===== config.mk =====
export PLATFORM = sky130hd
export DESIGN_NAME = positional_insert_delete_list_top
export DESIGN_NICKNAME = d
export VERILOG_FILES = /design/src/rtl/core/pidl_pkg.sv /design/src/rtl/core/pidl_cell.sv /design/src/rtl/core/pidl_ctrl.sv /design/src/rtl/core/positional_insert_delete_list_top.sv
export SDC_FILE = /design/constraint.sdc
export NUM_CORES = 1
export LEC_CHECK = 0
export BUFFER_PORTS_ARGS = -buffer_cell sky130_fd_sc_hd__buf_2
export CORE_AREA = 2 2 296 298
export CTS_CLUSTER_SIZE = 10
export DETAILED_ROUTE_END_ITERATION = 8
export DIE_AREA = 0 0 298 300
export PLACE_DENSITY = 0.56
export SLEW_MARGIN = 25
export SYNTH_ARGS = -nofsm -noshare
export SYNTH_HDL_FRONTEND = slang
export SYNTH_SLANG_ARGS = --single-unit

===== constraint.sdc =====
create_clock -name aclk -period 21.3 [get_ports aclk]
set_input_delay 6.39 -clock aclk [delete_from_list [all_inputs] [get_ports aclk]]
set_output_delay 6.39 -clock aclk [all_outputs]
set_load 0.005 [all_outputs]

===== src/rtl/core/pidl_pkg.sv =====
// Shared types, widths and codes for the positional insert/delete list.
package pidl_pkg;

    localparam int unsigned DEPTH_DEF = 16;
    localparam int unsigned DATA_W    = 32;
    localparam int unsigned POS_W     = 8;
    localparam int unsigned CMD_W     = 2;
    localparam int unsigned STAT_W    = 2;
    localparam int unsigned CAP_W     = 5;
    localparam int unsigned CNT_OUT_W = 5;

    localparam logic [CAP_W-1:0] CAP_RST = CAP_W'(16);

    typedef enum logic [CMD_W-1:0] {
        CMD_APPEND = 2'd0,
        CMD_INSERT = 2'd1,
        CMD_REMOVE = 2'd2,
        CMD_NONE   = 2'd3
    } cmd_t;

    typedef enum logic [STAT_W-1:0] {
        ST_OK     = 2'd0,
        ST_FULL   = 2'd1,
        ST_EMPTY  = 2'd2,
        ST_BADPOS = 2'd3
    } status_t;

    // Shift command broadcast to every cell; idx is the 0-based slot.
    typedef struct packed {
        logic             ins;
        logic             del;
        logic [POS_W-1:0] idx;
    } shift_op_t;

    // Result fields produced by the controller for the accepted word.
    typedef struct packed {
        status_t              status;
        logic [CNT_OUT_W-1:0] count;
        logic                 empty;
        logic                 full;
    } result_t;

endpackage


===== src/rtl/core/pidl_cell.sv =====
// One storage cell of the list: holds an entry and shifts with its neighbors.
module pidl_cell #(
    parameter int unsigned INDEX = 0
) (
    input  logic                          aclk,
    input  pidl_pkg::shift_op_t           op,
    input  logic [pidl_pkg::DATA_W-1:0]   ins_value,
    input  logic [pidl_pkg::DATA_W-1:0]   left_data,
    input  logic [pidl_pkg::DATA_W-1:0]   right_data,
    output logic [pidl_pkg::DATA_W-1:0]   data
);
    import pidl_pkg::*;

    localparam logic [POS_W-1:0] MY_IDX = POS_W'(INDEX);

    logic [DATA_W-1:0] data_reg;

    // Insert: take the new value at the slot, move up above it.
    // Remove: pull down from the right at and above the slot.
    always_ff @(posedge aclk) begin
        if (op.ins && (MY_IDX >= op.idx)) begin
            data_reg <= (MY_IDX == op.idx) ? ins_value : left_data;
        end else if (op.del && (MY_IDX >= op.idx)) begin
            data_reg <= right_data;
        end
    end

    assign data = data_reg;

endmodule


===== src/rtl/core/pidl_ctrl.sv =====
// List controller: command decode, range checks and the entry count.
module pidl_ctrl #(
    parameter int unsigned DEPTH = pidl_pkg::DEPTH_DEF
) (
    input  logic                          aclk,
    input  logic                          aresetn,
    input  logic                          accept,
    input  logic [pidl_pkg::CMD_W-1:0]    cmd,
    input  logic [pidl_pkg::POS_W-1:0]    position,
    input  logic [pidl_pkg::CAP_W-1:0]    capacity,
    output pidl_pkg::shift_op_t           op,
    output pidl_pkg::result_t             result,
    output logic [$clog2(DEPTH+1)-1:0]    count
);
    import pidl_pkg::*;

    localparam int unsigned CNT_W = $clog2(DEPTH + 1);
    localparam int unsigned CMP_W = ((CNT_W > POS_W) ? CNT_W : POS_W) + 1;
    localparam int unsigned LIM_W = ((CMP_W > CAP_W) ? CMP_W : CAP_W);

    logic [CNT_W-1:0] count_reg;
    logic [CNT_W-1:0] count_next;
    logic [CNT_W-1:0] count_new;
    logic [CMP_W-1:0] cnt_ext;
    logic [CMP_W-1:0] pos_ext;
    logic [LIM_W-1:0] limit;
    logic             full_now;
    status_t          status;
    logic             do_ins;
    logic             do_del;
    logic [POS_W-1:0] idx;

    assign cnt_ext = CMP_W'(count_reg);
    assign pos_ext = CMP_W'(position);
    assign limit   = (LIM_W'(capacity) < LIM_W'(DEPTH)) ? LIM_W'(capacity) : LIM_W'(DEPTH);
    assign full_now = LIM_W'(count_reg) >= limit;

    always_comb begin
        status    = ST_OK;
        do_ins    = 1'b0;
        do_del    = 1'b0;
        idx       = position - POS_W'(1);
        count_new = count_reg;
        case (cmd_t'(cmd))
            CMD_APPEND: begin
                if (full_now) begin
                    status = ST_FULL;
                end else begin
                    do_ins    = 1'b1;
                    idx       = POS_W'(count_reg);
                    count_new = count_reg + CNT_W'(1);
                end
            end
            CMD_INSERT: begin
                if (full_now) begin
                    status = ST_FULL;
                end else if ((position == '0) || (pos_ext > cnt_ext + CMP_W'(1))) begin
                    status = ST_BADPOS;
                end else begin
                    do_ins    = 1'b1;
                    count_new = count_reg + CNT_W'(1);
                end
            end
            CMD_REMOVE: begin
                if (count_reg == '0) begin
                    status = ST_EMPTY;
                end else if ((position == '0) || (pos_ext > cnt_ext)) begin
                    status = ST_BADPOS;
                end else begin
                    do_del    = 1'b1;
                    count_new = count_reg - CNT_W'(1);
                end
            end
            default: begin
                status = ST_OK;
            end
        endcase
    end

    assign count_next = accept ? count_new : count_reg;

    always_ff @(posedge aclk) begin
        if (!aresetn) begin
            count_reg <= '0;
        end else begin
            count_reg <= count_next;
        end
    end

    assign op.ins = accept & do_ins;
    assign op.del = accept & do_del;
    assign op.idx = idx;

    assign result.status = status;
    assign result.count  = CNT_OUT_W'(count_new);
    assign result.empty  = (count_new == '0);
    assign result.full   = LIM_W'(count_new) >= limit;

    assign count = count_reg;

endmodule


===== src/rtl/core/positional_insert_delete_list_top.sv =====
// A result word appears in m_* in the cycle after its command word is accepted.
// One word per cycle unless the output stalls; every cell shifts in the same cycle.
// s_ready stays high while the output register is empty or being drained.
// Reset clears the entry count, the output valid and sets capacity to 16.
// Cell contents are not reset; only entries below the count are ever read.
module positional_insert_delete_list_top #(
    parameter int unsigned DEPTH = pidl_pkg::DEPTH_DEF
) (
    input  logic                            aclk,
    input  logic                            aresetn,
    // configuration
    input  logic                            cfg_wr_en,
    input  logic [pidl_pkg::CAP_W-1:0]      cfg_wr_data,
    // command channel
    input  logic                            s_valid,
    output logic                            s_ready,
    input  logic [pidl_pkg::CMD_W-1:0]      s_cmd,
    input  logic [pidl_pkg::POS_W-1:0]      s_position,
    input  logic signed [pidl_pkg::DATA_W-1:0] s_value,
    // result channel
    output logic                            m_valid,
    input  logic                            m_ready,
    output logic [pidl_pkg::STAT_W-1:0]     m_status,
    output logic signed [pidl_pkg::DATA_W-1:0] m_removed_value,
    output logic [pidl_pkg::CNT_OUT_W-1:0]  m_entry_count,
    output logic                            m_is_empty_flag,
    output logic                            m_is_full_flag
);
    import pidl_pkg::*;

    localparam int unsigned CNT_W = $clog2(DEPTH + 1);
    localparam int unsigned IDX_W = (DEPTH > 1) ? $clog2(DEPTH) : 1;

    // Capacity reg: the user writes it only while the list is idle; not enforced.
    logic [CAP_W-1:0] capacity_reg;

    always_ff @(posedge aclk) begin
        if (!aresetn) begin
            capacity_reg <= CAP_RST;
        end else if (cfg_wr_en) begin
            capacity_reg <= cfg_wr_data;
        end
    end

    // Accept a new word whenever the output register is free or draining.
    logic accept;
    logic m_valid_reg;

    assign s_ready = !m_valid_reg || m_ready;
    assign accept  = s_valid && s_ready;

    // Controller: decide the shift and the result fields for this word.
    shift_op_t        op;
    result_t          result;
    logic [CNT_W-1:0] count;

    pidl_ctrl #(
        .DEPTH (DEPTH)
    ) u_ctrl (
        .aclk     (aclk),
        .aresetn  (aresetn),
        .accept   (accept),
        .cmd      (s_cmd),
        .position (s_position),
        .capacity (capacity_reg),
        .op       (op),
        .result   (result),
        .count    (count)
    );

    // Chain of cells. Each cell sees its left and right neighbor, so an
    // insert moves the tail up and a remove pulls it down, all cells at once.
    logic [DATA_W-1:0] cell_data [DEPTH];

    for (genvar g = 0; g < DEPTH; g++) begin : g_cell
        logic [DATA_W-1:0] left_d;
        logic [DATA_W-1:0] right_d;

        if (g == 0) begin : g_first
            assign left_d = '0;
        end else begin : g_mid_l
            assign left_d = cell_data[g-1];
        end

        if (g == DEPTH - 1) begin : g_last
            assign right_d = '0;
        end else begin : g_mid_r
            assign right_d = cell_data[g+1];
        end

        pidl_cell #(
            .INDEX (g)
        ) u_cell (
            .aclk       (aclk),
            .op         (op),
            .ins_value  (s_value),
            .left_data  (left_d),
            .right_data (right_d),
            .data       (cell_data[g])
        );
    end

    // Pick the outgoing entry before the cells shift; zero unless removing.
    logic [DATA_W-1:0] removed;

    assign removed = op.del ? cell_data[op.idx[IDX_W-1:0]] : '0;

    // Output register: load on accept, drop valid when taken with nothing new.
    logic [STAT_W-1:0]    status_reg;
    logic [DATA_W-1:0]    removed_reg;
    logic [CNT_OUT_W-1:0] count_out_reg;
    logic                 empty_reg;
    logic                 full_reg;

    always_ff @(posedge aclk) begin
        if (!aresetn) begin
            m_valid_reg <= 1'b0;
        end else if (accept) begin
            m_valid_reg <= 1'b1;
        end else if (m_ready) begin
            m_valid_reg <= 1'b0;
        end
    end

    always_ff @(posedge aclk) begin
        if (accept) begin
            status_reg    <= result.status;
            removed_reg   <= removed;
            count_out_reg <= result.count;
            empty_reg     <= result.empty;
            full_reg      <= result.full;
        end
    end

    assign m_valid         = m_valid_reg;
    assign m_status        = status_reg;
    assign m_removed_value = removed_reg;
    assign m_entry_count   = count_out_reg;
    assign m_is_empty_flag = empty_reg;
    assign m_is_full_flag  = full_reg;

`ifndef SYNTHESIS
    // The count never runs past the number of cells.
    a_count_bound: assert property (@(posedge aclk) disable iff (!aresetn)
        CNT_W'(count) <= CNT_W'(DEPTH))
        else $error("entry count exceeds depth");

    // A shift is either an insert or a remove, never both.
    a_op_excl: assert property (@(posedge aclk) disable iff (!aresetn)
        !(op.ins && op.del))
        else $error("insert and remove in the same cycle");

    // A successful remove lowers the count by exactly one.
    a_del_count: assert property (@(posedge aclk) disable iff (!aresetn)
        op.del |=> (count == $past(count) - CNT_W'(1)))
        else $error("remove did not decrement count");

    // Only an ok status may carry a removed value.
    a_removed_zero: assert property (@(posedge aclk) disable iff (!aresetn)
        (m_valid && (m_status != ST_OK)) |-> (m_removed_value == '0))
        else $error("removed value on a failed command");
`endif

endmodule

Word-level counts from Yosys, hierarchy flattened
Cells that the tools add are included.
{"block": "op_classes", "n_mux": 75, "reduce_logical": 59, "n_lt_le_gt_ge": 22, "n_eq_ne": 17, "bitwise_logic": 3, "addsub": 4}
{"operator": "32-bit 2-to-1 mux", "n": 50}
{"operator": "32-bit binary-select mux with 4-bit select", "n": 1}
{"operator": "4-bit by 8-bit equality test with 1-bit output, first input constant", "n": 8}
{"operator": "4-bit by 8-bit >= comparator with 1-bit output, first input constant", "n": 8}
{"operator": "2-bit nonzero test", "n": 17}
{"operator": "1-bit logical AND", "n": 33}
{"operator": "3-bit by 8-bit equality test with 1-bit output, first input constant", "n": 4}
{"operator": "3-bit by 8-bit >= comparator with 1-bit output, first input constant", "n": 4}
{"operator": "5-bit 2-to-1 mux", "n": 6}
{"operator": "5-bit by 9-bit >= comparator with 1-bit output", "n": 2}
{"operator": "2-bit by 8-bit equality test with 1-bit output, first input constant", "n": 2}
{"operator": "1-bit by 8-bit >= comparator with 1-bit output, first input constant", "n": 2}
{"operator": "2-bit by 8-bit >= comparator with 1-bit output, first input constant", "n": 2}
{"operator": "8-bit zero test", "n": 2}
{"operator": "8-bit 2-to-1 mux", "n": 2}
{"operator": "5-bit case mux with 3 select lines", "n": 1}
{"operator": "5-bit zero test", "n": 2}
{"operator": "8-bit by 9-bit greater-than comparator with 1-bit output", "n": 1}
{"operator": "1-bit 2-to-1 mux", "n": 9}
{"operator": "1-bit by 8-bit equality test with 1-bit output, first input constant", "n": 1}
{"operator": "8-bit by 5-bit greater-than comparator with 1-bit output", "n": 1}
{"operator": "2-bit 2-to-1 mux", "n": 4}
{"operator": "8-bit by 1-bit subtractor with 8-bit output, second input constant", "n": 1}
{"operator": "5-bit by 1-bit adder with 6-bit output, second input constant", "n": 1}
{"operator": "13 further kinds", "n": 16}
{"block": "word_totals", "inputBits": 52, "reg_bits": 564, "elab_cells": 204, "output_inout_bits": 43}

Depth between registers and ports, before layout
Gate-level depths: netlist of the first run.
{"block": "depth", "depth_word": 9, "ltp_mapped": 17, "mapped_depth_nobuf": 17}

By module
Synthesis of the first run repeated with hierarchy kept, for this count alone.
{"block": "unflattened", "cells_unflattened": 2851, "hier_area_um2": 37310.8}
{"module": "positional_insert_delete_list_top", "area_each_um2": 6035.8, "instances": 1, "cells_per_inst": 586, "seq_area_each_um2": 1351.3}
{"module": "pidl_cell (g_cell[8].u_cell)", "area_each_um2": 2177.1, "instances": 1, "cells_per_inst": 201, "seq_area_each_um2": 960.9}
{"module": "pidl_cell (g_cell[9].u_cell)", "area_each_um2": 2089.5, "instances": 1, "cells_per_inst": 109, "seq_area_each_um2": 960.9}
{"module": "pidl_cell (g_cell[7].u_cell)", "area_each_um2": 2040.7, "instances": 1, "cells_per_inst": 108, "seq_area_each_um2": 960.9}
{"module": "pidl_cell (g_cell[12].u_cell)", "area_each_um2": 2010.7, "instances": 1, "cells_per_inst": 109, "seq_area_each_um2": 960.9}
{"module": "pidl_cell (g_cell[4].u_cell)", "area_each_um2": 1964.4, "instances": 1, "cells_per_inst": 111, "seq_area_each_um2": 960.9}
{"module": "pidl_cell (g_cell[5].u_cell)", "area_each_um2": 1898.1, "instances": 1, "cells_per_inst": 194, "seq_area_each_um2": 960.9}
{"module": "pidl_cell (g_cell[2].u_cell)", "area_each_um2": 1889.3, "instances": 1, "cells_per_inst": 194, "seq_area_each_um2": 960.9}
{"module": "pidl_cell (g_cell[1].u_cell)", "area_each_um2": 1884.3, "instances": 1, "cells_per_inst": 107, "seq_area_each_um2": 960.9}
{"module": "pidl_cell (g_cell[3].u_cell)", "area_each_um2": 1883.1, "instances": 1, "cells_per_inst": 107, "seq_area_each_um2": 960.9}
{"module": "pidl_cell (g_cell[10].u_cell)", "area_each_um2": 1798.0, "instances": 1, "cells_per_inst": 110, "seq_area_each_um2": 960.9}
{"module": "pidl_cell (g_cell[13].u_cell)", "area_each_um2": 1789.2, "instances": 1, "cells_per_inst": 108, "seq_area_each_um2": 960.9}
{"module": "pidl_cell (g_cell[6].u_cell)", "area_each_um2": 1783.0, "instances": 1, "cells_per_inst": 117, "seq_area_each_um2": 960.9}
{"module": "pidl_cell (g_cell[14].u_cell)", "area_each_um2": 1778.0, "instances": 1, "cells_per_inst": 150, "seq_area_each_um2": 960.9}
{"module": "+4 rows"}

Least setup slack after synthesis of the first run
Ideal clock, no wire load.
{"block": "synth_timing", "path_type": "in2out", "start": "input m_ready", "end": "output s_ready", "slack_ps": 8363, "n_path_buf": 0, "cell_stages": 1, "arrival_time_ps": 6547, "required_ps": 14910, "cell_sequence": "nand2b_1"}
{"block": "synth_via", "elab_chain_len": 1}
{"item": "start: declaration", "line_no": "positional_insert_delete_list_top.sv:22", "source": "input logic m_ready,"}
{"item": "1-bit logical OR", "line_no": "positional_insert_delete_list_top.sv:49", "source": "assign s_ready = !m_valid_reg || m_ready;"}
{"item": "end: declaration", "line_no": "positional_insert_delete_list_top.sv:16", "source": "output logic s_ready,"}
Every way passes these cells.

Final worst setup path of the first run
Ends and elaborated chain as after synthesis.

==> impl_results.md, run 1 <==
* Max VDD drop at 0.0461 mV
* Hold Path Class: reg -> reg
* Syn avg cell area at 10.3 um^2
* Endpoints failing hold at 0
* Critical Path AT at between 6 and 7 ns
* Cell area power density at about 73 nW/um^2
* Crit-path max cell delay at around 0.15 ns
* CTS tree: built
* Max-cap check violation count at 0
* Final ANT Viol Nets at 0
* Initial Utilization at 39.8%
* Max frequency at between 0.07 and 0.08 GHz
* Crit. End Element: output pin
* Average vias per placed instance at 6.41
* Clock Path Buffers at 3
* DPL Wire Length at 69.8 mm
* PortBufs at 94
* Reg-to-reg setup timing slack at 14.98 ns
* CP Data Required Time at approximately 15 ns
* Min Tclk post-route at 13.16 ns
* Grt ovf at 0
* Cell repeated most along the worst path: buf_2
* Ys Warns at 0
* Syn Std Cell Area at approximately 34,000 um^2
* Die Wd at between 200 and 300 um
* Slowest cell on the critical path: nand2b_1
* Clk root buf: clkbuf_16
* Setup TNS at 0 ns
* Top cells by count, synth: 553 x edfxtp_1, 378 x nand2_1, 296 x mux2i_1
* H-Tree Depth at 3
* Cts hold-fix bufs at 0
* Vias at 28,600
* Row cnt at about 110
* GP Congestion at just over 0.8
* Count leader, synth: edfxtp_1
* Critical Path Source Type: input pin
* Synth top area share at slightly below 50%
* Async S/R FF share, synth at 0%
* Final setup violation count at 0
* Crit Path Category: in -> out
* Status: finished, final reports clean
* Global-route wire length before repair at a little under 200 mm
* Gate Count Post-Synth at between 3,000 and 4,000
* P_leak at between 0.01 and 0.015 uW
* CORE AREA at around 86,000 um^2
* Hold depth at 2
* Pin count of the biggest net entering global routing at 130
* # IOs at 95
* Tcrit/Tclk final at ~62%
* Worst reg2reg path depth at 12
* Unrepaired setup endpoints after global routing: no
* Setup Skew at between 0.02 and 0.025 ns
* Share of cells above drive strength 1 at roughly 14%
* Clk_lat worst skew at 0.63 ns
* Synth area leader: edfxtp_1
* Sequential share of the synthesized area at 49.1%
* DRT Pass-1 Iters at 6
* Register bit total from synthesis at around 560
* Vias in the first global route at around 27,000
* Die H at ~300 um
* CTS sink cnt at 564
* Max reg flops at between 500 and 600
* Synth cell types at 73
* Worst-path cell chain: buf_2, nand2b_1, buf_2
* CTS clk-pin slew, worst paths at ~0.05 ns
* Critical path peak fanout at 3
* Setup Buffers After CTS at 0
* Number of flops mapped to enable cells by yosys at around 550
* Antenna diodes at 0
* DRT iter0 DRCs at 3,343
* Global Route Usage Sum at between 20 and 30%
* DRC at 0
* Worst-Margin Slew at approximately 1.2 ns
* Final Max Tran Viols at 0
* Cts repair resizes at 0
* Wirelength per Cell at 29.9 um
* Die area at just under 90,000 um^2
* Num CTS Buffers at 70
* Fill count at approximately 8,000
* Slew margin rel. at 22.8%
* WL final at around 130 mm
* Area grow syn2layout at 10.7%
* Top cells by area, synth: edfxtp_1 48%, mux2i_1 8.6%, o211ai_1 5.1%
* Post-synth top flop: edfxtp_1
* Final-stage net count at roughly 3,300
* Initial antenna violation count at 1
* Syn_nets at between 3,000 and 4,000
* Post-layout util at 44.0%
final cells by class:
| cell class | count | area (um^2) | share of cell area [%] |
|---|---|---|---|
| sequential | 564 | 16800 | 44.4 |
| timing repair buffer | 177 | 1140 | 3.01 |
| inverter | 81 | 304 | 0.801 |
| clock buffer | 92 | 1900 | 5.00 |
| clock inverter | 14 | 109 | 0.287 |
| multi-input combinational | 2375 | 16200 | 42.7 |
| tap | 1155 | 1450 | 3.81 |
report_power, final:
group / leakage (uW) / internal, uW / total, uW / switching [uW]
combinational: 0.00712 / 119 / 426 / 307
clock: 0.000978 / 633 / 1120 / 485
sequential: 0.00515 / 1230 / 1240 / 11.5
total: 0.0132 / 1980 / 2780 / 803
through the flow:
| stage | std cells | hold WS, ns | area (um^2) | setup WS, ns | total power, uW |
|---|---|---|---|---|---|
| global placement | 4351 | 0.469 | 35900 | 8.13 | 1670 |
| CTS | 4458 | 0.504 | 37900 | 8.14 | 2780 |
| detailed placement | 4352 | 0.489 | 35900 | 8.14 | 1680 |
| finish | 4458 | 0.496 | 37900 | 8.14 | 2780 |
| floorplan | 3337 | 0.452 | 34300 | 8.36 | 1510 |
| global route | 4458 | 0.534 | 37900 | 8.11 | 2850 |
final timing paths:
path,start,endpoint
worst max-delay path,m_ready,s_ready
worst min-delay path,capacity_reg[0]$_SDFFE_PN0P_,capacity_reg[0]$_SDFFE_PN0P_
worst max register to register,u_ctrl.count[0]$_SDFFE_PN0P_,g_cell[10].u_cell.data[21]$_DFFE_PP_
worst min register to register,capacity_reg[0]$_SDFFE_PN0P_,capacity_reg[0]$_SDFFE_PN0P_
cell families after synthesis:
kind of cell / share of synthesized area [%]
adder cells (fa/ha/maj): 0.876
multiplexers: 16.1
buffers and inverters: 4.79
AND/OR/NAND/NOR: 11.7
AO/OA/AOI/OAI: 17.2
XOR/XNOR: 0.204
flip-flops: 49.1
metal layers:
metal | track usage (%) | part of all wire [%] | up-vias
met3 | 5.15 | 10 | 351
met2 | 46.9 | 46 | 1655
met5 | 0.212 | 0.0098 | -
li1 | - | - | 12400
met1 | 39.1 | 40 | 14100
met4 | 11.5 | 4.0 | 2
cells in the final DEF (no fill, tap or decap), drive strengths merged, types with 66 or more instances in the layout:
cell type	n
a211oi	73
a21oi	213
a31oi	67
and3	66
buf	177
clkbuf	92
edfxtp	553
inv	80
mux2	226
mux2i	297
nand2	378
nand3	135
nor2	227
o211ai	232
o21ai	241
critical path: cells and delay by family:
| family | cells | cell delay, ns |
|---|---|---|
| buffers and inverters | 2 | 0.22 |
| AND/OR/NAND/NOR | 1 | 0.15 |
No activity file was read; power rests on OpenSTA's default activity.
==> run 2: changes to the inputs <==
--- a/config.mk
+++ b/config.mk
@@ -10,7 +10,7 @@
 export CTS_CLUSTER_SIZE = 10
 export DETAILED_ROUTE_END_ITERATION = 8
 export DIE_AREA = 0 0 298 300
-export PLACE_DENSITY = 0.56
+export PLACE_DENSITY = 0.58
 export SLEW_MARGIN = 25
 export SYNTH_ARGS = -nofsm -noshare
 export SYNTH_HDL_FRONTEND = slang
==> constraint.sdc (replaced) <==
create_clock -name aclk -period 10.8 [get_ports aclk]
set_input_delay 3.24 -clock aclk [delete_from_list [all_inputs] [get_ports aclk]]
set_output_delay 3.24 -clock aclk [all_outputs]
set_load 0.005 [all_outputs]
==> impl_results.md, run 2 (same netlist as run 1, synthesis figures left out) <==
* Setup Skew at roughly 0.024 ns
* Grt ovf at 0
* Reg-to-reg setup timing slack at roughly 4.5 ns
* Critical Path AT at around 8.0 ns
* Final-stage net count at roughly 3,400
* Max reg flops at 512
* Met1 usage at approximately two fifths
* DRT iter0 DRCs at about 3,500
* Crit. End Element: flip-flop
* Worst Setup Slack, final at between 3 and 4 ns
* WP buf/inv at 3
* Max VDD drop at ~0.12 mV
* Most frequent cells in the layout: 553 x edfxtp_1, 376 x nand2_1, 295 x mux2i_1
* Fill count at ~8,300
* H-Tree Depth at 3
* CTS clk-pin slew, worst paths at about 0.060 ns
* DPL Wire Length at 76.5 mm
* Clock Path Buffers at 3
* GR peak layer: met2
* Num CTS Buffers at between 60 and 70
* Final ANT Viol Nets at 0
* Critical path peak fanout at 37
* Tcrit/Tclk final at between 70 and 80%
* # IOs at between 90 and 100
* CORE AREA at roughly 86,000 um^2
* Status: finished, final reports clean
* Share of cells above drive strength 1 at ~14%
* Worst-Margin Slew at 1.12 ns
* Worst-path cell chain: buf_2, nor3_1, xor2_4, buf_4, o21ai_4, nand4_4, a21oi_4, buf_4, mux2_2
* Hold Path Class: reg -> reg
* Die area at slightly below 90,000 um^2
* Dpl ws at roughly 2.6 ns
* Pwr Total at approximately 5500 uW
* Critical Path Source Type: input pin
* Cell area power density at about 140 nW/um^2
* GP Congestion at roughly 0.85
* Crit-path max cell delay at just over 0.9 ns
* Global Route Usage Sum at roughly 29%
* Post-layout util at ~44%
* Slew margin rel. at 25.3%
* M2 GR Usage at roughly 44%
* Vias at 28,800
* Unrepaired setup endpoints after global routing: no
* P_leak at approximately 0.013 uW
* Final setup violation count at 0
* Setup TNS at 0 ns
* Crit Path Category: in -> reg
* Max-cap check violation count at 0
* Min Tclk post-route at roughly 7.7 ns
* CTS sink cnt at ~560
* Row cnt at approximately 110
* Initial Utilization at between 30 and 40%
* Clk root buf: clkbuf_16
* Die H at ~300 um
* DRC at 0
* Final Max Tran Viols at 0
* Wirelength per Cell at about 30 um
* Met3 Use GR at 5.51%
* CTS tree: built
* DRT Pass-1 Iters at 8
* Cts hold-fix bufs at 0
* Area grow syn2layout at 10.7%
* Max frequency at about 0.13 GHz
* Clk_lat worst skew at about 0.62 ns
* Average vias per placed instance at 6.45
* Setup Buffers After CTS at 0
* Initial antenna violation count at 3
* PortBufs at between 90 and 100
* Cts repair resizes at 0
* Endpoints failing hold at 0
* Vias in the first global route at between 20,000 and 30,000
* WL final at 132 mm
* Commonest non-fill, non-tap cell in the layout: edfxtp_1
* Die Wd at between 200 and 300 um
* Cell family with most CP delay: compound AO/OA/AOI/OAI gates
* Pin count of the biggest net entering global routing at between 100 and 150
* Cell repeated most along the worst path: buf_4
* CP Data Required Time at approximately 11 ns
* Global-route wire length before repair at between 150 and 200 mm
* Slowest cell on the critical path: a21oi_4
## run 2: cell types whose count changed in the layout (fill, tap and decap cells not counted), moves of 2 or more
cell and delta:
buf_12 -2, buf_4 +8, clkbuf_1 -3, diode_2 +2, buf_6 +2, clkinv_1 -4
clkinv_2 -3
## run 2: stage by stage
stage          area (um^2)  hold slack (ns)  std cells
5_1_grt              38000            0.531       4458
2_1_floorplan        34300            0.452       3337
3_3_place_gp         35900            0.474       4358
3_5_place_dp         36000            0.486       4360
4_1_cts              37900            0.499       4455
6_report             38000            0.491       4458
## run 2: path summary, 6_finish.rpt
check | start | to | depth (start not counted)
max | s_position[2] | g_cell[4].u_cell.data[12]$_DFFE_PP_ | 9
min | capacity_reg[0]$_SDFFE_PN0P_ | capacity_reg[0]$_SDFFE_PN0P_ | 2
max reg2reg | u_ctrl.count[0]$_SDFFE_PN0P_ | g_cell[8].u_cell.data[11]$_DFFE_PP_ | 12
min reg2reg | capacity_reg[0]$_SDFFE_PN0P_ | capacity_reg[0]$_SDFFE_PN0P_ | 2
## run 2: worst min-delay path: stages (launching register included)
cell and delay (ns):
dfxtp_1 0.32, mux2i_1 0.06, nor2_1 0.07
## run 2: report_power, final
part | internal, uW | switching [uW] | total (uW)
Clock | 1220 | 953 | 2180
Combinational | 235 | 599 | 834
Sequential | 2420 | 23.1 | 2440
## run 2: routing by layer
metal / share of wire (%) / wire length [um]
met1: 41 / 53800
met2: 44 / 57900
met3: 11 / 13900
met4: 4.6 / 6080
met5: 0.012 / 16
## run 2: area by class of cell
class	instances	area (um^2)	share of cell area, %
flip-flops and latches	564	16800	44.3
diodes	2	5.00	0.0132
well taps	1155	1450	3.81
clock buffers	88	1860	4.91
inverters	81	304	0.801
repair buffers	186	1210	3.20
clock inverters	7	86.3	0.227
multi-input cells	2375	16200	42.7
